`config.mk`:
```
export PLATFORM = sky130hd
export DESIGN_NAME = fvk_sqrt_pipe
export DESIGN_NICKNAME = d
export VERILOG_FILES = /design/src/rtl/four_vector_kinematics_assert.svh /design/src/rtl/fvk_sqrt_pipe.sv
export SDC_FILE = /design/constraint.sdc
export NUM_CORES = 1
export LEC_CHECK = 0
export BUFFER_PORTS_ARGS = -buffer_cell sky130_fd_sc_hd__buf_4
export CORE_MARGIN = 2
export CORE_UTILIZATION = 30
export DETAILED_ROUTE_END_ITERATION = 8
export PLACE_DENSITY = 0.47
export REMOVE_ABC_BUFFERS = 1
export SYNTH_ARGS = -nofsm -noshare
export SYNTH_HDL_FRONTEND = slang
export SYNTH_SLANG_ARGS = --single-unit
```
`constraint.sdc`:
```
create_clock -name clk -period 5.9 [get_ports clk]
set_input_delay 0.295 -clock clk [delete_from_list [all_inputs] [get_ports clk]]
set_output_delay 0.295 -clock clk [all_outputs]
set_load 0.02 [all_outputs]
```
`src/rtl/four_vector_kinematics_assert.svh`:
```
// ----------------------------------------------------------------------------
// Four-vector kinematics assertion macros
// Shared property forms for the pipeline checks.
// ----------------------------------------------------------------------------
`ifndef FOUR_VECTOR_KINEMATICS_ASSERT_SVH
`define FOUR_VECTOR_KINEMATICS_ASSERT_SVH

// implication checked every edge outside reset
`define FVK_ASSERT_IMPL(label, ante, cons) \
  label: assert property (@(posedge clk) disable iff (!rst_n) (ante) |-> (cons)) \
    else $error("assertion failed");

// next-cycle implication
`define FVK_ASSERT_NEXT(label, ante, cons) \
  label: assert property (@(posedge clk) disable iff (!rst_n) (ante) |=> (cons)) \
    else $error("assertion failed");

`endif

```
`src/rtl/fvk_sqrt_pipe.sv`:
```
// ----------------------------------------------------------------------------
// Pipelined integer square root
// One result bit per stage, restoring method, rounded down. Carries a tag.
// ----------------------------------------------------------------------------
`default_nettype none
module fvk_sqrt_pipe #(
  parameter int IN_W  = 36,
  parameter int TAG_W = 1
) (
  input  wire logic               clk,
  input  wire logic               en,
  input  wire logic [IN_W-1:0]    rad,
  input  wire logic [TAG_W-1:0]   tag_in,
  output logic [(IN_W+1)/2-1:0]   root,
  output logic [TAG_W-1:0]        tag_out
);
  localparam int RW = (IN_W + 1) / 2;
  localparam int NW = 2 * RW;

  logic [NW-1:0]    rem_r  [RW+1];
  logic [RW-1:0]    res_r  [RW+1];
  logic [TAG_W-1:0] tag_r  [RW+1];

  always_comb begin
    rem_r[0] = NW'(rad);
    res_r[0] = '0;
    tag_r[0] = tag_in;
  end

  for (genvar s = 0; s < RW; s++) begin : g_stage
    localparam int SH = 2 * (RW - 1 - s);
    logic [NW+1:0] trial;
    logic [NW-1:0] rem_nxt;
    logic [RW-1:0] res_nxt;
    logic [NW-1:0] rem_q;
    logic [RW-1:0] res_q;
    logic [TAG_W-1:0] tag_q;
    always_comb begin
      trial = (NW+2)'(rem_r[s] >> SH) - (NW+2)'({res_r[s], 2'b01});
      if (!trial[NW+1]) begin
        rem_nxt = rem_r[s] - (NW'({res_r[s], 2'b01}) << SH);
        res_nxt = {res_r[s][RW-2:0], 1'b1};
      end else begin
        rem_nxt = rem_r[s];
        res_nxt = {res_r[s][RW-2:0], 1'b0};
      end
    end
    always_ff @(posedge clk) begin
      if (en) begin
        rem_q <= rem_nxt;
        res_q <= res_nxt;
        tag_q <= tag_r[s];
      end
    end
    always_comb begin
      rem_r[s+1] = rem_q;
      res_r[s+1] = res_q;
      tag_r[s+1] = tag_q;
    end
  end

  assign root    = res_r[RW];
  assign tag_out = tag_r[RW];
endmodule
`default_nettype wire

```
== Word-level counts from Yosys, hierarchy flattened ==
Cells that the tools add are included.
W data, S select, Z words.
Cells by class
  $add $sub $neg: 35
  multiply operators: 0
  divide/modulo/power cells: 0
  $lt $le $gt $ge: 0
  eq/ne operators: 0
  shift-type cells: 0
  multiplexer cells: 35
  bitwise operators: 0
  reduce and logical (&&, ||, !) cells: 0
Operators with widths (count)
  $mux W36: 17
  $sub A36 B19 Y37: 1
  $sub A36 B20 Y36: 1
  $sub A36 B21 Y36: 1
  $sub A36 B22 Y36: 1
  $sub A36 B23 Y36: 1
  $sub A36 B24 Y36: 1
  $sub A36 B25 Y36: 1
  $sub A36 B26 Y36: 1
  $sub A36 B27 Y36: 1
  $sub A36 B28 Y36: 1
  $sub A36 B29 Y36: 1
  $sub A36 B30 Y36: 1
  $sub A36 B31 Y36: 1
  $sub A36 B32 Y36: 1
  $sub A36 B33 Y36: 1
  $sub A36 B34 Y36: 1
  $sub A36 B35 Y36: 1
  $sub A36 B35 Y36 const B: 1
  $sub A34 B18 Y35: 1
  $sub A32 B17 Y33: 1
  $sub A30 B16 Y31: 1
  $sub A28 B15 Y29: 1
  $sub A26 B14 Y27: 1
  13 further kinds: 30
Word-level totals
  flip-flop bits (word level): 801
  latch bits: 0
  RAM bits: 0
  bits in read-only memories: 0
  bits of input ports: 39
  output and inout port bits: 19
  word-level logic and storage cells: 123
  memories kept: 0

== Longest topological paths before layout ==
  depth after elaboration: 2
  gate-level depth with buffers: 12
  mapped depth without buffers: 10

== Worst setup path before layout ==
Ideal clock, no wire load.
  path type: register -> register
  start point: register g_stage[12].rem_q[17]
  end point: register g_stage[13].rem_q[34] (data pin)
  setup time: 0.266 ns
  data arrival time: 2.709 ns
  required time: 5.634 ns
  path slack: 2.925 ns
  stages on the path, launching flop included: 10
  path buffers: 1
  clock period less this slack: 2.975 ns
  path through: edfxtp_1 ha_1 and3_1 buf_2 a221o_1 o2bb2ai_1 or3_4 or4_4 nor4_4 xor2_1
On the way
  longest elaborated chain between the ends: 2
  elaborated cells on any way between the ends: 3
  those cells by class: 2 x add/sub; 1 x mux
RTL lines
  from (decl): line fvk_sqrt_pipe.sv:35  | logic [NW-1:0] rem_q;
  from (signal assigned): line fvk_sqrt_pipe.sv:50  | rem_q <= rem_nxt;
  $sub A36 B23 Y36 / $sub A28 B15 Y29 (equally long branches): line fvk_sqrt_pipe.sv:41, fvk_sqrt_pipe.sv:39
  $mux W36 (*): line fvk_sqrt_pipe.sv:40  | if (!trial[NW+1]) begin
  net g_stage[13].rem_nxt[34]: line fvk_sqrt_pipe.sv:33  | logic [NW-1:0] rem_nxt;
  to (signal assigned): line fvk_sqrt_pipe.sv:50
  to (decl): line fvk_sqrt_pipe.sv:35
The timed path passes the listed nets; every way through them passes the cells marked *.
A chain may end at the register's enable or synchronous reset.

== Worst setup path after layout ==
  start point: register g_stage[12].rem_q[17]
  end point: register g_stage[13].rem_q[19] (data pin)
Same word-level chain as after synthesis.

==> results by group <==
Layout
  • Design Area, Final: 42400 um2
  • Final nets: 3133
  • Non-filler instance count after layout: 4623
  • Area grow syn2layout: 15.4%
  • Number of diodes: 0
  • Multi-input gate area: 11700 um2
  • Register area: 24100 um2
  • Fillers: 11900
  • Layout cells sized above 1: 8.81%

Drt
  • 1st-iter DRT viols: 1014
  • DR pass1 iterations: 5
  • DR DRC count: 0
  • Final WL: 62500 um
  • DRT antenna net count: 0
  • Via-to-Cell Ratio: 4.49
  • Routed vias: 20800
  • WL per Instance: 13.5 um

Clock network
  • Root buf cell: clkbuf_16
  • Clock slew at reported path FFs: 0.06 ns
  • Post-CTS setup buffers: 0
  • CTS HTree Levels: 3
  • TritonCTS Buffers: 93
  • Clk buf depth: 3
  • CTS sink cnt: 801
  • Clk_lat worst skew: 0.66 ns
  • CTS tree: yes

Synthesis
  • Register area share after synthesis: 65.5%
  • Post-synth EDFFs: 801
  • Cell with the most instances after synthesis: edfxtp_1
  • Synth warn: 0
  • Compound-Gate Fraction of Synth Area: 9.28%
  • Main flop type after synthesis: edfxtp_1
  • Yosys top cell by area: edfxtp_1
  • Mux cell area share after synthesis: 1.64%
  • Post-Syn Instances: 2766
  • Mapped Area: 36700 um2
  • Yosys cell types: 75
  • Top cell type's share of synthesized area: 65.5%
  • Post-synthesis adder-cell area fraction: 5.75%
  • Syn_area_per_cell: 13.3 um2
  • Post-synth top cells: edfxtp_1 (801), inv_1 (229), nor2_1 (193)
  • Largest family of logic cells by synthesized area: simple AND/OR/NAND/NOR gates
  • Synth Area in XOR/XNOR: 5.22%
  • Synth area leaders: edfxtp_1 (65%), ha_1 (5.8%), xnor2_1 (3.0%)
  • Share of flip-flops with an asynchronous set or reset: 0%
  • Synth Area in Simple Gates: 9.83%
  • Synthesis-stage register bit count: 801

Place
  • DP Wirelength: 42200 um
  • PortBufs: 57
  • Placed Instances: 4417
  • Final Wtd Congestion: 0.818
  • Place WS: 2.15 ns
  • Instance area at placement: 39200 um2

Worst setup path
  • CP Buf/Inv Count: 1
  • Total stage count of the critical path: 8
  • Worst Path Max Fanout: 17
  • Critical Path RT: 6.30 ns
  • WS Path Type: flop to flop
  • Critical path's slowest cell: clkinv_1
  • Startpoint Class: flop
  • CP top delay family: simple AND/OR/NAND/NOR gates
  • WP data arrival: 4.13 ns
  • FF-to-FF path depth: 8
  • CP Capture Type: flop
  • CP cell instances: ha_1, and3_1, a221o_1, o2bb2ai_1, or3_4, nor2_4, clkinv_1, mux2_2
  • Crit-path max cell delay: 0.56 ns

Floorplan
  • Die height: 354 um
  • Die ar.: 125000 um2
  • Num rows: 128
  • Placeable core region: 122000 um2
  • Die X: 354 um
  • I/O pins: 58
  • Initial Utilization: 30.2%

STA
  • Unrepaired setup endpoints after global routing: false
  • Final period utilization: 63.2%
  • Worst clock skew: 0.0287 ns
  • Worst setup margin: 2.17 ns
  • Fin. max-slew vios: 0
  • Final Hold Vio Count: 0
  • Fmax: 268 MHz
  • Worst slew pin tran: 1.20 ns
  • Finish-stage setup viols: 0
  • TNS Setup: 0 ns
  • Slew HR: 20.3%
  • Min Tclk post-route: 3.73 ns

Power and ir drop
  • Sw power: 3.96 mW
  • Cell-internal power: 11.2 mW
  • Leak pwr: 15.8 nW
  • Total power: 15.2 mW
  • Power density of the placed cells: 359 nW/um2
  • Seq pwr share: 49.3%
  • Sw Share: 26.0%
  • Comb power frac: 15.6%
  • VDD IR max: 0.000216 V
  • Clock power share: 35.1%

Global routing
  • Total GRT Usage: 9.98%
  • Initial antenna violation count: 0
  • Pin count of the biggest net entering global routing: 191
  • Global-route wire length before repair: 104000 um
  • GR Overflow Total: 0
  • Vias in the first global route: 21000

Hold path
  • Worst Hold Class: input pin to flop
  • Worst Hold Depth: 1

Run status
  • Outcome: finished, final reports clean

Job
  • Max-Cap Viols: 0
## routing by layer
layer / vias to the layer above / track usage, % / share of wire, %
li1: 10600 / - / -
met1: 9778 / 12.0 / 44
met2: 251 / 17.7 / 50
met3: 131 / 1.93 / 3.2
met4: 0 / 3.76 / 2.9
met5: - / 0 / 0
## layout by cell type (no fill, tap or decap), types with 49 or more instances in the layout
cell,synthesis,routed
buf_4,0,61
ha_1,169,169
edfxtp_1,801,801
nand2_1,152,152
nor3_1,83,83
clkbuf_16,0,93
xnor2_1,125,125
inv_1,229,229
nor2_1,193,193
xor2_1,94,94
a21o_1,49,49
a21oi_1,149,149
mux2_2,49,49
o21ai_0,126,125
## final timing paths
check	slack (ns)	start	endpoint
min reg2reg	0.40	g_stage[3].rem_q[21]$_DFFE_PP_	g_stage[4].rem_q[21]$_DFFE_PP_
max reg2reg	2.17	g_stage[12].rem_q[17]$_DFFE_PP_	g_stage[13].rem_q[19]$_DFFE_PP_
max	2.17	g_stage[12].rem_q[17]$_DFFE_PP_	g_stage[13].rem_q[19]$_DFFE_PP_
min	0.20	en	g_stage[0].tag_q$_DFFE_PP_
## state kept, by name, indices dropped and copies added, names as in the netlist
name and flops:
g_stage.tag_q 17, g_stage.res_q 153, g_stage.rem_q 612, tag_out 1, root 18
## logic make-up (layout without fill, tap and decap cells)
| logic type | Yosys count | count (layout) |
|---|---|---|
| AOI/OAI and AO/OA | 534 | 534 |
| xor gates and xnor gates | 219 | 219 |
| adders and majority gates | 169 | 169 |
| buffers and inverters | 271 | 503 |
| DFF | 801 | 801 |
| muxes | 54 | 54 |
| and+or+nand+nor | 718 | 718 |
## power groups by stage
stage	clock [mW]	sequential, mW	combinational (mW)
floorplan	0	7.47	1.80
global placement	0	7.62	2.34
detailed placement	0	7.62	2.36
CTS	5.58	7.50	2.39
global route	5.79	7.58	2.69
finish	5.34	7.49	2.37
## stage by stage
| step | hold WS (ns) | utilization [%] |
|---|---|---|
| 3_3_place_gp | 0.400 | 32.2 |
| 2_1_floorplan | 0.394 | - |
| 6_report | 0.199 | 34.8 |
| 5_1_grt | 0.195 | 34.8 |
| 3_5_place_dp | 0.405 | 32.2 |
| 4_1_cts | 0.192 | 34.8 |
## timing repair
item | in CTS | in global routing
setup endpoints to repair | 0 | 0
gates resized for setup | 0 | 0
endpoints found under the hold margin | 38 | 0
hold buffers | 38 | 0
## worst register-to-register path, stage by stage, from the launching register on
cell and delay [ns]:
edfxtp_1 0.39, ha_1 0.39, and3_1 0.28, a221o_1 0.41
o2bb2ai_1 0.16, or3_4 0.42, nor2_4 0.41, clkinv_1 0.56
mux2_2 0.45
## final cells by class
type	count	share of cell area, %
Clock buffer	116	5.69
Inverter	230	2.04
Clock inverter	52	0.971
Multi-Input combinational cell	1694	27.5
Tap cell	1625	4.80
Sequential cell	801	56.7
Timing Repair Buffer	105	2.25
Power figures use the tool's default switching activity.
